<file path="config.mk">
export PLATFORM = sky130hd
export DESIGN_NAME = alu_with_register_file
export DESIGN_NICKNAME = d
export VERILOG_FILES = /design/src/rtl/core/alurf_pkg.sv /design/src/rtl/core/alurf_alu.sv /design/src/rtl/core/alu_with_register_file.sv
export SDC_FILE = /design/constraint.sdc
export NUM_CORES = 1
export LEC_CHECK = 0
export BUFFER_PORTS_ARGS = -buffer_cell sky130_fd_sc_hd__buf_2
export CAP_MARGIN = 0
export CORE_MARGIN = 3
export CORE_UTILIZATION = 55
export CTS_CLUSTER_DIAMETER = 60
export DETAILED_ROUTE_END_ITERATION = 7
export PLACE_DENSITY = 0.74
export SYNTH_ARGS = -nofsm -noshare
export SYNTH_HDL_FRONTEND = slang
export SYNTH_SLANG_ARGS = --single-unit
</file>
<file path="constraint.sdc">
create_clock -name clk -period 5.86 [get_ports clk]
set_clock_uncertainty 0.2 [all_clocks]
set_input_delay 0.879 -clock clk [delete_from_list [all_inputs] [get_ports clk]]
set_output_delay 0.879 -clock clk [all_outputs]
set_load 0.01 [all_outputs]
</file>
<file path="src/rtl/core/alurf_pkg.sv">
// Package with the shared types and function codes of the ALU with register file.
`default_nettype none

package alurf_pkg;

	localparam int unsigned REG_COUNT = 8;
	localparam int unsigned REG_AW    = 3;
	localparam int unsigned WORD_W    = 16;

	typedef logic [WORD_W-1:0] word_t;
	typedef logic [REG_AW-1:0] reg_idx_t;

	// Function select for one instruction
	typedef struct packed {
		logic       mode;
		logic [3:0] select;
	} alurf_op_t;

	localparam logic MODE_ARITH = 1'b0;
	localparam logic MODE_LOGIC = 1'b1;

	// Arithmetic functions (mode 0), 74181 table order
	localparam logic [3:0] AR_A            = 4'd0;
	localparam logic [3:0] AR_A_OR_B       = 4'd1;
	localparam logic [3:0] AR_A_OR_NB      = 4'd2;
	localparam logic [3:0] AR_ONES         = 4'd3;
	localparam logic [3:0] AR_A_PL_ANB     = 4'd4;
	localparam logic [3:0] AR_AOB_PL_ANB   = 4'd5;
	localparam logic [3:0] AR_A_MI_B_MI1   = 4'd6;
	localparam logic [3:0] AR_ANB_MI1      = 4'd7;
	localparam logic [3:0] AR_A_PL_AB      = 4'd8;
	localparam logic [3:0] AR_A_PL_B       = 4'd9;
	localparam logic [3:0] AR_AONB_PL_AB   = 4'd10;
	localparam logic [3:0] AR_AB_MI1       = 4'd11;
	localparam logic [3:0] AR_A_PL_A       = 4'd12;
	localparam logic [3:0] AR_AOB_PL_A     = 4'd13;
	localparam logic [3:0] AR_AONB_PL_A    = 4'd14;
	localparam logic [3:0] AR_A_MI1        = 4'd15;

	// Logic functions (mode 1), 74181 table order
	localparam logic [3:0] LG_NA           = 4'd0;
	localparam logic [3:0] LG_NOR          = 4'd1;
	localparam logic [3:0] LG_NA_AND_B     = 4'd2;
	localparam logic [3:0] LG_ZEROS        = 4'd3;
	localparam logic [3:0] LG_NAND         = 4'd4;
	localparam logic [3:0] LG_NB           = 4'd5;
	localparam logic [3:0] LG_XOR          = 4'd6;
	localparam logic [3:0] LG_A_AND_NB     = 4'd7;
	localparam logic [3:0] LG_NA_OR_B      = 4'd8;
	localparam logic [3:0] LG_XNOR         = 4'd9;
	localparam logic [3:0] LG_B            = 4'd10;
	localparam logic [3:0] LG_AND          = 4'd11;
	localparam logic [3:0] LG_ONES         = 4'd12;
	localparam logic [3:0] LG_A_OR_NB      = 4'd13;
	localparam logic [3:0] LG_OR           = 4'd14;
	localparam logic [3:0] LG_A            = 4'd15;

endpackage

`default_nettype wire

</file>
<file path="src/rtl/core/alurf_alu.sv">
// 16-bit ALU with the 74181 function table, no carry in.
`default_nettype none

module alurf_alu
	import alurf_pkg::*;
(
	input  alurf_op_t op,
	input  word_t     a,
	input  word_t     b,
	output word_t     y
);

	word_t nb;
	word_t r;

	always_comb begin
		nb = ~b;
		r  = '0;
		if (op.mode == MODE_ARITH) begin
			case (op.select)
				AR_A:          r = a;
				AR_A_OR_B:     r = a | b;
				AR_A_OR_NB:    r = a | nb;
				AR_ONES:       r = '1;
				AR_A_PL_ANB:   r = a + (a & nb);
				AR_AOB_PL_ANB: r = (a | b) + (a & nb);
				AR_A_MI_B_MI1: r = a - b - word_t'(1);
				AR_ANB_MI1:    r = (a & nb) - word_t'(1);
				AR_A_PL_AB:    r = a + (a & b);
				AR_A_PL_B:     r = a + b;
				AR_AONB_PL_AB: r = (a | nb) + (a & b);
				AR_AB_MI1:     r = (a & b) - word_t'(1);
				AR_A_PL_A:     r = a + a;
				AR_AOB_PL_A:   r = (a | b) + a;
				AR_AONB_PL_A:  r = (a | nb) + a;
				AR_A_MI1:      r = a - word_t'(1);
				default:       r = a;
			endcase
		end else begin
			case (op.select)
				LG_NA:         r = ~a;
				LG_NOR:        r = ~(a | b);
				LG_NA_AND_B:   r = ~a & b;
				LG_ZEROS:      r = '0;
				LG_NAND:       r = ~(a & b);
				LG_NB:         r = nb;
				LG_XOR:        r = a ^ b;
				LG_A_AND_NB:   r = a & nb;
				LG_NA_OR_B:    r = ~a | b;
				LG_XNOR:       r = ~(a ^ b);
				LG_B:          r = b;
				LG_AND:        r = a & b;
				LG_ONES:       r = '1;
				LG_A_OR_NB:    r = a | nb;
				LG_OR:         r = a | b;
				LG_A:          r = a;
				default:       r = a;
			endcase
		end
	end

	assign y = r;

endmodule

`default_nettype wire

</file>
<file path="src/rtl/core/alu_with_register_file.sv">
// Top level: register file memory, operand forwarding, ALU stage and output register.
`default_nettype none

// Channel  Direction  Handshake            Payload
// in       to block   in_valid / in_stall  reg_a[2:0] reg_b[2:0] alu_mode alu_select[3:0]
// out      from block out_valid/out_stall  result[15:0]
//
// One instruction per cycle sustained while out is not stalled. The accepting edge
// captures the memory read and instruction fields into stage 1; when stage 1 advances,
// the ALU result is written back and loaded into the output register, raising out_valid.
// The register file is an 8 x 16 memory with two synchronous read ports and one
// write port; a per-entry valid bit, cleared by reset, makes unwritten registers
// read as zero, so the block takes transactions right after reset.
// A write-back that lands in the same edge as the next read is forwarded.
// When out is stalled with a result waiting, hold the ALU stage and stall the input.

module alu_with_register_file
	import alurf_pkg::*;
(
	input  wire logic                clk,
	input  wire logic                arst_n,
	input  wire logic                in_valid,
	output logic                     in_stall,
	input  wire logic [REG_AW-1:0]   reg_a,
	input  wire logic [REG_AW-1:0]   reg_b,
	input  wire logic                alu_mode,
	input  wire logic [3:0]          alu_select,
	output logic                     out_valid,
	input  wire logic                out_stall,
	output logic [WORD_W-1:0]        result
);

	// Register file storage and per-entry written flags
	word_t                mem [REG_COUNT];
	logic [REG_COUNT-1:0] written_q;

	// Stage 1: read data from memory plus instruction fields
	logic       valid_s1;
	reg_idx_t   reg_a_s1;
	reg_idx_t   reg_b_s1;
	alurf_op_t  op_s1;
	word_t      rd_a_s1;
	word_t      rd_b_s1;
	logic       wr_a_s1;
	logic       wr_b_s1;

	// Last write-back, for forwarding to a read issued in the same edge
	logic       lw_valid_q;
	reg_idx_t   lw_addr_q;
	word_t      lw_data_q;

	// Output register
	logic       out_valid_q;
	word_t      result_q;

	logic       in_accept;
	logic       adv_s1;
	word_t      opa;
	word_t      opb;
	word_t      alu_y;
	alurf_op_t  op_in;

	// Advance stage 1 when the output register is free or being emptied
	assign adv_s1    = valid_s1 && (!out_valid_q || !out_stall);
	assign in_stall  = valid_s1 && !adv_s1;
	assign in_accept = in_valid && !in_stall;

	assign op_in.mode   = alu_mode;
	assign op_in.select = alu_select;

	// Operand select: forward last write, else memory, else reset value zero
	always_comb begin
		if (lw_valid_q && (lw_addr_q == reg_a_s1)) begin
			opa = lw_data_q;
		end else if (wr_a_s1) begin
			opa = rd_a_s1;
		end else begin
			opa = '0;
		end
		if (lw_valid_q && (lw_addr_q == reg_b_s1)) begin
			opb = lw_data_q;
		end else if (wr_b_s1) begin
			opb = rd_b_s1;
		end else begin
			opb = '0;
		end
	end

	alurf_alu u_alu (
		.op (op_s1),
		.a  (opa),
		.b  (opb),
		.y  (alu_y)
	);

	// Memory: two registered read ports, one write port (no reset on storage)
	always_ff @(posedge clk) begin
		if (in_accept) begin
			rd_a_s1 <= mem[reg_a];
			rd_b_s1 <= mem[reg_b];
		end
		if (adv_s1) begin
			mem[reg_a_s1] <= alu_y;
		end
	end

	// Stage 1 payload
	always_ff @(posedge clk) begin
		if (in_accept) begin
			reg_a_s1 <= reg_a;
			reg_b_s1 <= reg_b;
			op_s1    <= op_in;
		end
	end

	// Control: stage valid, written flags, last-write tracking
	always_ff @(posedge clk or negedge arst_n) begin
		if (!arst_n) begin
			valid_s1   <= 1'b0;
			wr_a_s1    <= 1'b0;
			wr_b_s1    <= 1'b0;
			written_q  <= '0;
			lw_valid_q <= 1'b0;
			lw_addr_q  <= '0;
		end else begin
			if (in_accept) begin
				valid_s1 <= 1'b1;
				wr_a_s1  <= written_q[reg_a];
				wr_b_s1  <= written_q[reg_b];
			end else if (adv_s1) begin
				valid_s1 <= 1'b0;
			end
			if (adv_s1) begin
				written_q[reg_a_s1] <= 1'b1;
				lw_valid_q          <= 1'b1;
				lw_addr_q           <= reg_a_s1;
			end
		end
	end

	// Last-write data and output payload
	always_ff @(posedge clk) begin
		if (adv_s1) begin
			lw_data_q <= alu_y;
			result_q  <= alu_y;
		end
	end

	// Output valid: set on advance, drop when taken
	always_ff @(posedge clk or negedge arst_n) begin
		if (!arst_n) begin
			out_valid_q <= 1'b0;
		end else if (adv_s1) begin
			out_valid_q <= 1'b1;
		end else if (!out_stall) begin
			out_valid_q <= 1'b0;
		end
	end

	assign out_valid = out_valid_q;
	assign result    = result_q;

	// Every stage-1 advance presents a result in the next cycle
	a_adv_out: assert property (@(posedge clk) disable iff (!arst_n)
		adv_s1 |=> out_valid_q)
		else $error("stage advance did not present a result");

	// Input is stalled only with stage 1 full and blocked by the output
	a_stall_cause: assert property (@(posedge clk) disable iff (!arst_n)
		in_stall |-> (valid_s1 && out_valid_q && out_stall))
		else $error("input stalled without a blocked stage");

	// Write-back is tracked for forwarding at the destination register
	a_fwd_track: assert property (@(posedge clk) disable iff (!arst_n)
		adv_s1 |=> (lw_valid_q && (lw_addr_q == $past(reg_a_s1))
			&& written_q[$past(reg_a_s1)]))
		else $error("write-back not recorded for forwarding");

	// A held result keeps its value while out is stalled
	a_out_hold: assert property (@(posedge clk) disable iff (!arst_n)
		(out_valid_q && out_stall) |=> (out_valid_q && $stable(result_q)))
		else $error("stalled result changed");

endmodule

`default_nettype wire
</file>
==> results.md, run 1 <==
* Setup crit start kind: flop
* Clock power share at 0.146
* Internal power at 5.04 mW
* Slew headroom at 0.183
* Ports at 33
* Die Area at 33400 µm²
* Worst-margin pin slew at 1220 ps
* WL final at 80.5 mm
* Hold Vio Cnt, Final at 0
* Top Usage Layer GRT: met2
* Routed via count at 18265
* Initial antenna violation count at 0
* Root Driver: clkbuf_16
* Peak Freq at 0.166 GHz
* Count of final setup violators at 54
* Comb power frac at 0.643
* Drt via density at 7.50
* Layout cell share with drive strength beyond 1 at 0.335
* RD Place Congestion at 1.03
* CTS tree: built
* Post-Syn Area per Cell at 9.76 µm²
* Site row count at 64
* Synth Register Bits at 203
* Setup ws final at -172 ps
* P_leak at 8.36 nW
* Worst Setup End Kind: flop
* H-tree depth at 1
* Worst vdd ir at 0.368 mV
* Largest net degree at the start of global routing at 40
* Most frequent cells in the layout: 293 x buf_4, 187 x edfxtp_1, 148 x nand2_1
* Leading cell type in the layout, fill and taps excluded: buf_4
* 1st-iter DRT viols at 3535
* Final min period at 6030 ps
* Nets at 2120
* Post-layout util at 0.703
* Met1 global-route usage at 0.622
* Seq/Total Area, Yosys at 0.351
* Failing checks: DRC, setup timing
* GRT Total Usage at 0.445
* Yosys top cell area share at 0.327
* Clock sinks at 203
* Switching power at 4.25 mW
* Final cycle utilization of the critical path at 1.03
* Synth area leaders: edfxtp_1 33%, mux4_2 9.2%, ha_1 5.5%, xnor2_1 4.5%, nor2_1 3.5%
* Outcome: complete, but fails checks
* Routed Antenna Nets at 0
* Die width at 183 µm
* Hold buffers post-CTS at 0
* Synth Flop Type: edfxtp_1
* Synth area leader: edfxtp_1
* Final non-filler cell total at 2435
* Vias in the first global route at 16624
* Final max-slew violation count at 0
* Clk slew on worst S/H paths at 70 ps
* MaxCap Viol Count at 0
* Syn nets at 1852
* Initial core utilization at 0.559
* CP Class: reg2reg
* IO Port Bufs at 32
* Flop pwr share at 0.211
* RSZ-0062 raised after global routing: yes
* Worst-Skew Late Latency at 530 ps
* WL/cell at 33.1 µm
* Worst Path Required at 6020 ps
* Met3 Resource Use GR at 0.122
* Maximum fanout along the worst path at 6
* Clock buffer count from CTS at 20
* Critical path data arrival time at 6190 ps
* Power per cell area at 431 nW/µm²
* First-pass iteration count of the detailed router at 8
* Slowest CP cell: edfxtp_1
* Max incr delay on CP at 500 ps
* Core box area at 30700 µm²
* Synth cell types at 92
* First-pass GRT wire length at 111 mm
* Met2 GRT Util at 0.653
* N_diodes at 0
* Layout area overhead at 25.7%
* Clock Tree Buf Depth at 3
* Number of enable flip-flop cells after synthesis at 187
* DR DRC count at 53
* Cell Area, Synth at 17200 µm²
* Mapped Cells at 1758
* GR Overflow Total at 0
* Die height at 183 µm
* Warnings, synthesis at 0
* FFs w/ async S/R, synth at 0.0788
* HPWL Detailed at 53.8 mm
* Switch share at 0.457
* Dpl cells at 2350
* Hold/Removal Path Class: in2async
-- cell families (layout without fill, tap and decap cells) --
group | after synthesis | after routing | synth area share
simple gates | 564 | 564 | 0.158
compound gates | 459 | 459 | 0.180
flops | 203 | 203 | 0.351
buf+inv | 168 | 449 | 0.0383
mux | 154 | 154 | 0.147
xor+xnor | 129 | 129 | 0.0672
fa+ha+maj | 81 | 81 | 0.0601
-- cells in the mapped netlist (15+ instances only) --
cell type	instances
edfxtp_1	187
nor2_1	158
nand2_1	154
a21oi_1	108
o21ai_0	103
xnor2_1	88
clkbuf_1	84
ha_1	76
mux4_2	70
inv_1	54
nor3_1	51
mux2_2	49
nand3_1	48
xor2_1	38
mux2i_1	30
a221oi_1	25
o22ai_1	25
a211oi_1	24
or2_2	22
nor4_1	18
a21o_1	17
and2_1	17
dfrtp_1	16
nand4_1	16
nand2b_1	15
o221ai_1	15
-- registers in the layout, summed over array words and instances, names as in the netlist, 3 cells and up --
register / cells
mem: 128
rd_a_s1: 16
rd_b_s1: 16
result: 16
written_q: 8
op_s1: 5
lw_addr_q: 3
reg_a_s1: 3
reg_b_s1: 3
-- layer usage --
layer  vias up  part of all wire
li1       7243                 -
met1      8536              0.36
met2      1959              0.42
met3       527              0.15
met4         0             0.072
met5         -                 0
-- path summary, 6_finish.rpt --
path	startpoint	slack, ps	endpoint	depth (start not counted)
worst max-delay path	reg_a_s1[0]	-170	result[15]	26
worst min-delay path	arst_n	80	written_q[6]	1
worst max register to register	reg_a_s1[0]	-170	result[15]	26
worst min register to register	written_q[0]	330	written_q[0]	1
max in group asynchronous	arst_n	5080	lw_addr_q[1]	1
min in group clk	written_q[0]	330	written_q[0]	1
-- layout make-up --
class	instances	area, µm²
multi-input combinational	1387	11400
inverter	63	240
timing repair buffer	351	2740
clock inverter	9	119
tap	396	495
sequential	203	6020
fill	2106	9100
clock buffer	26	554
-- power groups by stage --
stage / Sequential, mW / Clock, mW / Combinational, mW
CTS: 1.94 / 1.34 / 5.01
finish: 1.97 / 1.36 / 5.97
detailed placement: 1.96 / 0 / 4.88
global route: 1.97 / 1.39 / 6.20
global placement: 1.94 / 0 / 4.81
floorplan: 1.93 / 0 / 3.04
-- repair_timing --
action,4_1_cts,5_1_grt
buffers inserted,4,41
pin swaps,10,73
gates cloned,0,5
resized for setup,22,188
setup endpoints to repair,63,108
-- critical path, delay by kind of cell (launching register included) --
family | cells | cell delay [ps]
compound gates | 10 | 2070
simple gates | 6 | 1130
buf+inv | 6 | 920
xor+xnor | 2 | 550
flops | 1 | 500
fa+ha+maj | 2 | 490
-- per-stage QoR --
stage                     setup slack [ps]  hold slack (ps)  setup TNS (ps)  instance area [µm²]  power [mW]
after floorplan                       54.2              252               0                17200        4.97
after global placement                -370              265           -5530                19500        6.76
after detailed placement              -547              293          -12270                19500        6.84
after CTS                            -77.5             70.5           -1520                20300        8.30
after global routing                  -207             96.6           -9140                21600        9.56
final                                 -172             76.3           -3990                21600        9.30
Power figures use the tool's default switching activity.
==> inputs of run 2 (changes only) <==
--- a/config.mk
+++ b/config.mk
@@ -9,6 +9,7 @@
 export CAP_MARGIN = 0
 export CORE_MARGIN = 3
 export CORE_UTILIZATION = 55
+export CTS_BUF_LIST = sky130_fd_sc_hd__clkbuf_16
 export CTS_CLUSTER_DIAMETER = 60
 export DETAILED_ROUTE_END_ITERATION = 7
 export PLACE_DENSITY = 0.74
==> run 2 against run 1 <==
The run ends with setup timing left. Clock power down 3%. Register-to-register slack worse by 20 ps. Worst setup slack worse by 23 ps. Sequential power about the same. Critical path type unchanged. Sequential share of layout area about the same. Flip-flop and latch count unchanged. First-iteration DRC count down 2.1%. Maximum frequency down 0.37%. Utilization about the same. Clock-buffer cell count down 5. Power down 0.48%. Non-clock buffer count up 2.
==> results.md, run 2 (same netlist as run 1, synthesis figures left out) <==
* 1st-iter DRT viols at 3459 (was 3535)
* Initial core utilization at 0.559 (unchanged)
* Root Driver: clkbuf_16 (unchanged)
* Post-layout util at 0.703 (about the same)
* CTS tree: built (unchanged)
* R2R setup slack at -190 ps (was -170 ps)
* Final non-filler cell total at 2437 (was 2435)
* First-pass iteration count of the detailed router at 7 (was 8)
* First-pass GRT wire length at 110 mm (was 111 mm)
* Core box area at 30700 µm² (unchanged)
* N_diodes at 0 (unchanged)
* Setup crit start kind: flop (unchanged)
* Failing checks: setup timing (was DRC, setup timing)
* P_leak at 8.38 nW (was 8.36 nW)
* Site row count at 64 (unchanged)
* Worst Setup End Kind: flop (unchanged)
* Worst Path Required at 5900 ps (was 6020 ps)
* Clock buffer count from CTS at 20 (unchanged)
* Worst-Skew Late Latency at 510 ps (was 530 ps)
* WL/cell at 33.0 µm (was 33.1 µm)
* # fillers at 2106 (unchanged)
* Largest register FFs at 128 (unchanged)
* Slew headroom at 0.162 (was 0.183)
* Worst path most repeated cell: buf_4
* Critical path data arrival time at 6090 ps (was 6190 ps)
* Clock sinks at 203 (unchanged)
* Count of final setup violators at 63 (was 54)
* Setup TNS at -6420 ps (was -3990 ps)
* Delay-heaviest family, CP: compound AO/OA/AOI/OAI gates (unchanged)
* Layout cell share with drive strength beyond 1 at 0.334 (was 0.335)
* WHS at 87.2 ps (was 76.3 ps)
* IO Port Bufs at 32 (unchanged)
* Die Area at 33400 µm² (unchanged)
* Max incr delay on CP at 500 ps (about the same)
* Clock Tree Buf Depth at 3 (unchanged)
* Largest reg by FF count: mem (unchanged)
* Routed via count at 18209 (was 18265)
* GRT Total Usage at 0.440 (was 0.445)
* WL final at 80.4 mm (was 80.5 mm)
* RSZ-0062 raised after global routing: yes (unchanged)
* Initial antenna violation count at 0 (unchanged)
* DR DRC count at 0 (was 53)
* Layout area overhead at 25.6% (was 25.7%)
* Outcome: complete, but fails checks (unchanged)
* Final cycle utilization of the critical path at 1.03 (about the same)
* Final max-slew violation count at 0 (unchanged)
* Worst-margin pin slew at 1250 ps (was 1220 ps)
* Drt via density at 7.47 (was 7.50)
* Largest net degree at the start of global routing at 40 (unchanged)
* Hold buffers post-CTS at 0 (unchanged)
* Final instance area at 21600 µm² (about the same)
* Worst Path Buf+Inv at 4 (was 6)
* Vias in the first global route at 16609 (was 16624)
* Worst vdd ir at 0.405 mV (was 0.368 mV)
* Power Total at 9.25 mW (was 9.30 mW)
* Final min period at 6050 ps (was 6030 ps)
* HPWL Detailed at 53.8 mm (unchanged)
* Dpl cells at 2350 (unchanged)
* Post-place setup slack at -547 ps (unchanged)
* Ports at 33 (unchanged)
* Die width at 183 µm (unchanged)
* Hold/Removal Path Class: in2async (unchanged)
* Nets at 2122 (was 2120)
* Slowest CP cell: dfrtp_2 (was edfxtp_1)
* Hold Vio Cnt, Final at 0 (unchanged)
* Die height at 183 µm (unchanged)
* Peak Freq at 0.165 GHz (was 0.166 GHz)
* CP Class: reg2reg (unchanged)
* Clk slew on worst S/H paths at 70 ps (about the same)
* Placed cell area at 19500 µm² (unchanged)
* Leading cell type in the layout, fill and taps excluded: buf_4 (unchanged)
* Most frequent cells in the layout: 298 x buf_4, 187 x edfxtp_1, 150 x nand2_1 (was 293 x buf_4, 187 x edfxtp_1, 148 x nand2_1)
* Maximum fanout along the worst path at 9 (was 6)
* Power per cell area at 429 nW/µm² (was 431 nW/µm²)
* Critical-path cell list: xnor2_4 > nand4_4 > buf_6 > mux2_2 > buf_4 > a222oi_1 > buf_4 > nor3b_2 > xor2_1 > o21ai_0 > o22ai_1 > ha_1 > a21oi_4 > nor2_1 > a221oi_2 > buf_4 > nand3_1 > a21oi_1 > xnor2_1 > a221oi_1 > a21oi_2
* MaxCap Viol Count at 0 (unchanged)
* Routed Antenna Nets at 0 (unchanged)
* RD Place Congestion at 1.03 (unchanged)
* H-tree depth at 1 (unchanged)
* Setup ws final at -194 ps (was -172 ps)
* GR Overflow Total at 0 (unchanged)
==> run 2: changes by cell type in the layout (fill, tap and decap cells not counted), moves of 3 or more <==
cell      before  now
buf_4        293  298
o31ai_2        0    3
inv_1         50   53
buf_6         17   14
clkbuf_1       4    0
==> run 2: what timing repair did <==
action	4_1_cts	5_1_grt
setup endpoints to repair	63	108
gates resized for setup	26	182
pin swaps	11	71
setup buffers	6	41
cloned	0	5
==> run 2: routing by layer <==
layer	vias to the layer above	routed length (µm)	GRT usage	share of wire
li1	7252	-	-	-
met1	8473	28600	0.603	0.36
met2	1949	34000	0.655	0.42
met3	535	12500	0.122	0.15
met4	0	5470	0.194	0.068
met5	-	0	0	0
==> run 2: power breakdown <==
part | leakage (nW) | internal [mW] | switching, mW
Sequential | 1.88 | 1.84 | 0.127
Combinational | 6.16 | 2.45 | 3.52
Clock | 0.342 | 0.747 | 0.572
==> run 2: final cells by class <==
type | instances | area (µm²) | share of cell area
Sequential cell | 203 | 6020 | 0.279
Tap cell | 396 | 495 | 0.0230
Inverter | 63 | 240 | 0.0111
Multi-Input combinational cell | 1387 | 11400 | 0.529
Clock buffer | 21 | 526 | 0.0244
Clock inverter | 14 | 138 | 0.00638
Timing Repair Buffer | 353 | 2730 | 0.127
==> run 2: final timing paths <==
kind / from / end / cells after the start
max: lw_addr_q[2] / mem[3][8] / 21
min in group clk: alu_select[0] / op_s1[0] / 1
max in group asynchronous: arst_n / lw_addr_q[1] / 1
min reg2reg: written_q[6] / written_q[6] / 1
max reg2reg: lw_addr_q[2] / mem[3][8] / 21
min: arst_n / written_q[2] / 1
